==> src/hdl/bmhpq_pkg.sv <==
// ----------------------------------------------------------------------------
// bmhpq_pkg
// Shared constants and types of the binary max-heap priority queue.
// ----------------------------------------------------------------------------
package bmhpq_pkg;

  // default number of heap slots
  localparam int unsigned CAPACITY_DEF = 64;

  // fixed field widths
  localparam int unsigned KEY_W   = 32;
  localparam int unsigned COUNT_W = 7;
  localparam int unsigned STAT_W  = 2;

  // operation codes
  localparam logic OP_PUSH = 1'b0;
  localparam logic OP_POP  = 1'b1;

  // status codes
  localparam logic [STAT_W-1:0] STAT_OK    = 2'd0;
  localparam logic [STAT_W-1:0] STAT_EMPTY = 2'd1;
  localparam logic [STAT_W-1:0] STAT_FULL  = 2'd2;

  // verdict of the shared compare unit
  typedef struct packed {
    logic moved;   // a candidate beats the base key
    logic pick_b;  // the winner is candidate b
  } sift_res_t;

endpackage : bmhpq_pkg

==> src/hdl/bmhpq_store.sv <==
// ----------------------------------------------------------------------------
// bmhpq_store
// Heap slot memory: one write port, two read ports with registered data.
// ----------------------------------------------------------------------------
module bmhpq_store #(
  parameter int unsigned DEPTH = bmhpq_pkg::CAPACITY_DEF,
  parameter int unsigned AW    = $clog2(DEPTH)
) (
  input  logic                       clk_i,
  input  logic                       we_i,
  input  logic [AW-1:0]              waddr_i,
  input  logic [bmhpq_pkg::KEY_W-1:0] wdata_i,
  input  logic [AW-1:0]              raddr_a_i,
  input  logic [AW-1:0]              raddr_b_i,
  output logic [bmhpq_pkg::KEY_W-1:0] rdata_a_o,
  output logic [bmhpq_pkg::KEY_W-1:0] rdata_b_o
);
  import bmhpq_pkg::*;

  logic [KEY_W-1:0] mem [DEPTH];

  // write port
  always_ff @(posedge clk_i) begin
    if (we_i) begin
      mem[waddr_i] <= wdata_i;
    end
  end

  // registered read ports
  always_ff @(posedge clk_i) begin
    rdata_a_o <= mem[raddr_a_i];
    rdata_b_o <= mem[raddr_b_i];
  end

endmodule : bmhpq_store

==> src/hdl/bmhpq_sift.sv <==
// ----------------------------------------------------------------------------
// bmhpq_sift
// Shared signed compare unit: does candidate a or b beat the base key.
// ----------------------------------------------------------------------------
module bmhpq_sift (
  input  logic [bmhpq_pkg::KEY_W-1:0] base_key_i,
  input  logic [bmhpq_pkg::KEY_W-1:0] cand_a_i,
  input  logic [bmhpq_pkg::KEY_W-1:0] cand_b_i,
  input  logic                        b_ok_i,
  output bmhpq_pkg::sift_res_t        res_o
);
  import bmhpq_pkg::*;

  logic             a_gt;
  logic             b_gt;
  logic [KEY_W-1:0] best_a;

  // a wins only when strictly larger, then b must beat the better of the two
  always_comb begin
    a_gt         = $signed(cand_a_i) > $signed(base_key_i);
    best_a       = a_gt ? cand_a_i : base_key_i;
    b_gt         = b_ok_i && ($signed(cand_b_i) > $signed(best_a));
    res_o.moved  = a_gt || b_gt;
    res_o.pick_b = b_gt;
  end

endmodule : bmhpq_sift

==> src/hdl/binary_max_heap_priority_queue.sv <==
// ----------------------------------------------------------------------------
// binary_max_heap_priority_queue
// Max-priority queue of signed keys held as an implicit binary heap.
// ----------------------------------------------------------------------------
// Usage
//   Input channel (in_valid_i / in_ready_o) carries one item: operation_i
//   (0 push key_i, 1 pop the largest entry). Output channel (out_valid_o /
//   out_ready_i) returns one result per item: top_key_o, count_o,
//   is_empty_o and status_o (0 ok, 1 pop on empty, 2 push on full).
//   One item is processed at a time by a sequencer that drives the slot
//   memory and a single signed compare unit.
//   A push climbs from the new last slot until it reaches the root or
//   stops below it. A pop fetches the last entry, takes it to the root
//   and sinks it until it ends on a leaf or stops above one. Error cases
//   load their result when the item is accepted, with no memory access.
//   Each heap level takes a memory read state and a compare/write state
//   on the shared read/compare path. The queue takes no new item until
//   it is through with the last one.
//   The result sits in an output register; a new item is taken once that
//   register is empty or being drained in the same cycle, so a stalled
//   receiver holds the queue after one pending result.
//   Reset clears the entry count and the control state; slot contents
//   need no clearing since data read from unoccupied slots is never used.
// ----------------------------------------------------------------------------
module binary_max_heap_priority_queue #(
  parameter int unsigned CAPACITY = bmhpq_pkg::CAPACITY_DEF
) (
  input  logic                          clk_i,
  input  logic                          rst_ni,
  input  logic                          in_valid_i,
  output logic                          in_ready_o,
  input  logic                          operation_i,
  input  logic signed [bmhpq_pkg::KEY_W-1:0] key_i,
  output logic                          out_valid_o,
  input  logic                          out_ready_i,
  output logic signed [bmhpq_pkg::KEY_W-1:0] top_key_o,
  output logic [bmhpq_pkg::COUNT_W-1:0] count_o,
  output logic                          is_empty_o,
  output logic [bmhpq_pkg::STAT_W-1:0]  status_o
);
  import bmhpq_pkg::*;

  localparam int unsigned IW = $clog2(CAPACITY);
  localparam int unsigned CW = $clog2(CAPACITY + 1);
  localparam int unsigned LW = IW + 2;

  typedef enum logic [6:0] {
    S_IDLE   = 7'b0000001,
    S_UP_RD  = 7'b0000010,
    S_UP_CMP = 7'b0000100,
    S_POP_RD = 7'b0001000,
    S_POP_LD = 7'b0010000,
    S_DN_RD  = 7'b0100000,
    S_DN_CMP = 7'b1000000
  } state_e;

  state_e            state_q, state_d;
  logic [IW-1:0]     pos_q, pos_d;
  logic [KEY_W-1:0]  v_q, v_d;
  logic [CW-1:0]     cnt_q, cnt_d;
  logic [KEY_W-1:0]  top_q;

  logic              out_valid_q;
  logic [KEY_W-1:0]  out_top_q, out_top_d;
  logic [CW-1:0]     out_cnt_q;
  logic [STAT_W-1:0] out_stat_q, out_stat_d;
  logic              load_out;

  logic              we;
  logic [IW-1:0]     waddr;
  logic [KEY_W-1:0]  wdata;
  logic [IW-1:0]     raddr_a, raddr_b;
  logic [KEY_W-1:0]  rdata_a, rdata_b;

  logic [KEY_W-1:0]  base_key, cand_a, cand_b;
  logic              b_ok;
  sift_res_t         sres;

  logic              accept;
  logic              full;
  logic [CW-1:0]     cnt_m1;
  logic [IW-1:0]     pos_m1, parent;
  logic [LW-1:0]     l_w, r_w, n_w;
  logic [KEY_W-1:0]  top_now;
  logic [CW+COUNT_W-1:0] cnt_wide;

  // slot memory
  bmhpq_store #(
    .DEPTH (CAPACITY),
    .AW    (IW)
  ) u_store (
    .clk_i     (clk_i),
    .we_i      (we),
    .waddr_i   (waddr),
    .wdata_i   (wdata),
    .raddr_a_i (raddr_a),
    .raddr_b_i (raddr_b),
    .rdata_a_o (rdata_a),
    .rdata_b_o (rdata_b)
  );

  // shared compare unit
  bmhpq_sift u_sift (
    .base_key_i (base_key),
    .cand_a_i   (cand_a),
    .cand_b_i   (cand_b),
    .b_ok_i     (b_ok),
    .res_o      (sres)
  );

  // index arithmetic
  always_comb begin
    full   = (cnt_q == CW'(CAPACITY));
    cnt_m1 = cnt_q - 1'b1;
    pos_m1 = pos_q - 1'b1;
    parent = pos_m1 >> 1;
    l_w    = {1'b0, pos_q, 1'b1};
    r_w    = l_w + 1'b1;
    n_w    = LW'(cnt_q);
  end

  // compare unit operands: sift-up checks the key against its parent,
  // sift-down checks both children against the moving key
  always_comb begin
    if (state_q == S_UP_CMP) begin
      base_key = rdata_a;
      cand_a   = v_q;
      cand_b   = v_q;
      b_ok     = 1'b0;
    end else begin
      base_key = v_q;
      cand_a   = rdata_a;
      cand_b   = rdata_b;
      b_ok     = (r_w < n_w);
    end
  end

  // a new item is taken only when idle and the result register can take it
  assign in_ready_o = (state_q == S_IDLE) && (!out_valid_q || out_ready_i);
  assign accept     = in_valid_i && in_ready_o;

  // sequencer
  always_comb begin
    state_d    = state_q;
    pos_d      = pos_q;
    v_d        = v_q;
    cnt_d      = cnt_q;
    we         = 1'b0;
    waddr      = pos_q;
    wdata      = v_q;
    raddr_a    = pos_q;
    raddr_b    = pos_q;
    load_out   = 1'b0;
    out_stat_d = STAT_OK;
    out_top_d  = top_q;

    case (state_q)
      S_IDLE: begin
        if (accept) begin
          if (operation_i == OP_PUSH) begin
            if (full) begin
              load_out   = 1'b1;
              out_stat_d = STAT_FULL;
            end else begin
              pos_d   = cnt_q[IW-1:0];
              v_d     = key_i;
              cnt_d   = cnt_q + 1'b1;
              state_d = S_UP_RD;
            end
          end else begin
            if (cnt_q == '0) begin
              load_out   = 1'b1;
              out_stat_d = STAT_EMPTY;
              out_top_d  = '0;
            end else begin
              cnt_d   = cnt_m1;
              pos_d   = cnt_m1[IW-1:0];
              state_d = S_POP_RD;
            end
          end
        end
      end

      // fetch the parent, or settle at the root
      S_UP_RD: begin
        if (pos_q == '0) begin
          we       = 1'b1;
          load_out = 1'b1;
          state_d  = S_IDLE;
        end else begin
          raddr_a = parent;
          state_d = S_UP_CMP;
        end
      end

      // move a smaller parent down, or settle the key here
      S_UP_CMP: begin
        we = 1'b1;
        if (sres.moved) begin
          wdata   = rdata_a;
          pos_d   = parent;
          state_d = S_UP_RD;
        end else begin
          load_out = 1'b1;
          state_d  = S_IDLE;
        end
      end

      // fetch the last entry
      S_POP_RD: begin
        raddr_a = pos_q;
        state_d = S_POP_LD;
      end

      S_POP_LD: begin
        v_d     = rdata_a;
        pos_d   = '0;
        state_d = S_DN_RD;
      end

      // fetch both children, or settle when there is none
      S_DN_RD: begin
        if (l_w < n_w) begin
          raddr_a = l_w[IW-1:0];
          raddr_b = r_w[IW-1:0];
          state_d = S_DN_CMP;
        end else begin
          we       = 1'b1;
          load_out = 1'b1;
          state_d  = S_IDLE;
        end
      end

      // lift the larger child, or settle the key here
      S_DN_CMP: begin
        we = 1'b1;
        if (sres.moved) begin
          wdata   = sres.pick_b ? rdata_b : rdata_a;
          pos_d   = sres.pick_b ? r_w[IW-1:0] : l_w[IW-1:0];
          state_d = S_DN_RD;
        end else begin
          load_out = 1'b1;
          state_d  = S_IDLE;
        end
      end

      default: begin
        state_d = S_IDLE;
      end
    endcase

    // completed operations report the root as it stands after the write
    top_now = (we && (waddr == '0)) ? wdata : top_q;
    if (load_out && (state_q != S_IDLE)) begin
      out_top_d = (cnt_q == '0) ? '0 : top_now;
    end
  end

  // control registers
  always_ff @(posedge clk_i or negedge rst_ni) begin
    if (!rst_ni) begin
      state_q     <= S_IDLE;
      cnt_q       <= '0;
      out_valid_q <= 1'b0;
    end else begin
      state_q <= state_d;
      cnt_q   <= cnt_d;
      if (load_out) begin
        out_valid_q <= 1'b1;
      end else if (out_ready_i) begin
        out_valid_q <= 1'b0;
      end
    end
  end

  // datapath registers
  always_ff @(posedge clk_i) begin
    pos_q <= pos_d;
    v_q   <= v_d;
    if (we && (waddr == '0)) begin
      top_q <= wdata;
    end
    if (load_out) begin
      out_top_q  <= out_top_d;
      out_cnt_q  <= cnt_d;
      out_stat_q <= out_stat_d;
    end
  end

  // result outputs
  assign cnt_wide    = {{COUNT_W{1'b0}}, out_cnt_q};
  assign out_valid_o = out_valid_q;
  assign top_key_o   = out_top_q;
  assign count_o     = cnt_wide[COUNT_W-1:0];
  assign is_empty_o  = (out_cnt_q == '0);
  assign status_o    = out_stat_q;

endmodule : binary_max_heap_priority_queue

==> config.mk <==
export PLATFORM = sky130hd
export DESIGN_NAME = binary_max_heap_priority_queue
export DESIGN_NICKNAME = d
export VERILOG_FILES = /design/src/hdl/bmhpq_pkg.sv /design/src/hdl/bmhpq_store.sv /design/src/hdl/bmhpq_sift.sv /design/src/hdl/binary_max_heap_priority_queue.sv
export SDC_FILE = /design/constraint.sdc
export NUM_CORES = 2
export LEC_CHECK = 0
export BUFFER_PORTS_ARGS = -buffer_cell sky130_fd_sc_hd__buf_4
export CORE_ASPECT_RATIO = 0.5
export CORE_MARGIN = 10
export CORE_UTILIZATION = 35
export DETAILED_ROUTE_END_ITERATION = 10
export PLACE_DENSITY = 0.53
export SYNTH_ARGS = -nofsm -noshare
export SYNTH_HDL_FRONTEND = slang
export SYNTH_HIERARCHICAL = 1
export SYNTH_SLANG_ARGS = --single-unit
==> constraint.sdc <==
create_clock -name clk_i -period 10.79 [get_ports clk_i]
set_clock_uncertainty 0.05 [all_clocks]
set_input_delay 3.237 -clock clk_i [delete_from_list [all_inputs] [get_ports clk_i]]
set_output_delay 3.237 -clock clk_i [all_outputs]
set_load 0.03 [all_outputs]
==> results.json <==
{
  "crit_type": "reg -> reg",
  "async_flop_share_pct": 0.670,
  "r2r_setup_slack_ns": 0.59,
  "antenna_found_initial": 18,
  "die_w_um": 798,
  "finalWirelength_um": 381000,
  "slew_viol_final": 0,
  "cp_top_family": "compound AO/OA/AOI/OAI gates",
  "grt_max_degree": 95,
  "ant_nets": 0,
  "pwr_density_cell_nw_per_um2": 276,
  "yosysUniqueCellTypes": 83,
  "core_um2": 300000,
  "finalPower_mw": 32.8,
  "io_pins": 81,
  "final_cell_area_um2": 119000,
  "hold_violations": 0,
  "fin_cells": 9887,
  "clock.fmax_mhz": 98.1,
  "setup_viol": 0,
  "fin_crit_sh_pct": 94.5,
  "timing.rr.start": "state_q[6]",
  "finalWorstSetupSlack_ns": 0.595,
  "slew_headroom_pct": 8.76,
  "syn-num-nets": 5688,
  "critical_path_buf_inv_count": 4,
  "cts_tree": "yes",
  "cpPeakStageDelay_ns": 1.10,
  "maxCapViolCount": 0,
  "root_buffer": "clkbuf_16",
  "leakage_nw": 37.9,
  "num_rows": 142,
  "synth_seq_cells": 2238,
  "drtIter0Drc": 8144,
  "period_needed_ns": 10.20,
  "numCtsBuffers": 222,
  "run_status": "finished clean",
  "endpoint": "count_o[5]",
  "clockBufferDepth": 4,
  "crit_path_start": "state_q[6]",
  "path_clk_slew_ns": 0.06,
  "drt-pass1-iter-count": 9,
  "multi_input_area_um2": 38200,
  "cts_sinks": 2238,
  "cts_setup_buffers": 0,
  "port_buffers": 80,
  "worstPathArrival_ns": 10.56,
  "worst_pin_slew_ns": 1.37,
  "netlist_area_um2": 106000,
  "yosys_warnings": 6,
  "synth-main-ff-cell": "edfxtp_1",
  "overflow": 0,
  "gp_congestion": 0.933,
  "rsz0062_at_grt": "no",
  "grt_use_total_pct": 22.8,
  "die_area_um2": 326000,
  "cp_max_fo": 62,
  "worst-path-stages": 27,
  "post-dp-hpwl_um": 226000,
  "setup_tns_ns": 0,
  "insertion_delay_ns": 0.91,
  "r2r_cells": 27,
  "fillers": 26679,
  "num_vias": 61981,
  "hold_path.class": "reg -> reg",
  "grt_pass1_wl_um": 521000,
  "synthToLayoutAreaGrowth_pct": 12.4,
  "worst_setup_path_start_kind": "register",
  "numPlacedInstances": 9471,
  "final_common_cell": "edfxtp_1",
  "dpl_worst_slack_ns": 0.508,
  "syn_avg_cell_area_um2": 19.0,
  "required_ns": 11.15,
  "drc_errors": 0,
  "grt_pass1_vias": 62718,
  "post_drt_wl_per_cell_um": 38.6,
  "drive_gt1_share_pct": 33.0,
  "start_util_pct": 35.2,
  "postPlaceCellArea_um2": 112000,
  "end_kind": "register",
  "final_cell_mix": "2127 x edfxtp_1, 1124 x mux4_2, 452 x nand2_1",
  "viasPerCell": 6.27,
  "worst_path_max_delay_cell": "a2111oi_0",
  "seq_area_frac_synth_pct": 62.5,
  "ir_drop_v": 0.000181,
  "nets": 5782,
  "synth-edff-count": 2127,
  "cts.htree.levels": 4,
  "synth_cells": 5570,
  "seqCellArea_um2": 66200,
  "r2r-end": "count_o[5]",
  "cp_common_cell": "nand2_1",
  "die_height_um": 409
}
[state kept, by name (all words and copies together) (netlist names)]
| name | flops |
|---|---|
| pos_q | 6 |
| status_o | 2 |
| u_store/mem | 2048 |
| u_store/rdata_a_o | 32 |
| top_q | 32 |
| top_key_o | 32 |
| u_store/rdata_b_o | 32 |
| cnt_q | 7 |
| v_q | 32 |
| count_o | 7 |
| out_valid_o | 1 |
| state_q | 7 |
[cell families (layout without fill, tap and decap cells)]
family          Yosys count  after routing  share of synthesized area [%]
mux                    1475           1475                           27.4
xor+xnor                 22             22                          0.182
compound gates          570            570                           3.84
other cells               0             14                              0
buf+inv                 462            733                           2.15
flops                  2238           2238                           62.5
fa+ha+maj                81             81                          0.958
simple gates            722            722                           2.98
[power breakdown]
part / switching [mW] / internal, mW
sequential: 0.512 / 10.1
combinational: 9.00 / 5.62
clock: 3.37 / 4.21
total: 12.9 / 19.9
[per-stage QoR]
step / util [%] / hold slack, ns
final: 39.6 / 0.418
after global routing: 39.6 / 0.428
after CTS: 39.6 / 0.421
after detailed placement: 37.3 / 0.406
after global placement: 37.3 / 0.398
after floorplan: - / 0.391
[per-layer routing]
metal  GRT usage, %  share of wire (%)  wire length, um
met5              0              0.013               51
met4           9.00                4.6            17500
met3           6.71                 11            42100
met2           34.4                 45           170000
met1           30.9                 40           152000
[timing repair]
item / CTS / global route
gates resized for setup: 0 / 1
endpoints found under the hold margin: 0 / 0
setup endpoints to repair: 0 / 59
hold buffers: 0 / 0
[worst min-delay path by stage]
stage / start / endpoint / slack [ns] / depth (start not counted)
2_1_floorplan: top_q[10] / top_q[10] / 0.39 / 1
3_3_place_gp: top_q[18] / top_q[18] / 0.40 / 1
3_5_place_dp: top_q[27] / top_q[27] / 0.41 / 1
4_1_cts: top_q[22] / top_q[22] / 0.42 / 1
5_1_grt: top_q[23] / top_q[23] / 0.43 / 1
6_report: top_q[27] / top_q[27] / 0.42 / 1
[final cells by class]
| class | count | area share [%] |
|---|---|---|
| Antenna cell | 14 | 0.0295 |
| Clock buffer | 305 | 5.11 |
| Clock inverter | 96 | 0.656 |
| Inverter | 48 | 0.152 |
| Multi-Input combinational cell | 2870 | 32.1 |
| Sequential cell | 2238 | 55.7 |
| Tap cell | 4032 | 4.24 |
| Timing Repair Buffer | 284 | 2.03 |
[cell usage after synthesis (24+ instances only)]
cell | instances | area share (%)
o21ai_0 | 47 | 0.22
mux2i_1 | 246 | 2.3
a22o_1 | 42 | 0.35
a22oi_1 | 111 | 0.79
ha_1 | 81 | 0.96
clkbuf_1 | 163 | 0.58
a21oi_1 | 91 | 0.43
nor2b_1 | 24 | 0.14
mux4_2 | 1124 | 24
o22ai_1 | 60 | 0.35
mux2_2 | 74 | 0.79
o21ai_1 | 35 | 0.17
edfxtp_1 | 2127 | 60
o211ai_1 | 33 | 0.23
buf_4 | 58 | 0.41
nor2_1 | 119 | 0.42
buf_1 | 26 | 0.092
dfxtp_1 | 96 | 1.8
nand3_1 | 27 | 0.13
inv_1 | 47 | 0.17
nand2_1 | 452 | 1.6
buf_2 | 151 | 0.71
mux2_1 | 31 | 0.33
Note: power is estimated with default switching activity, not from simulation.
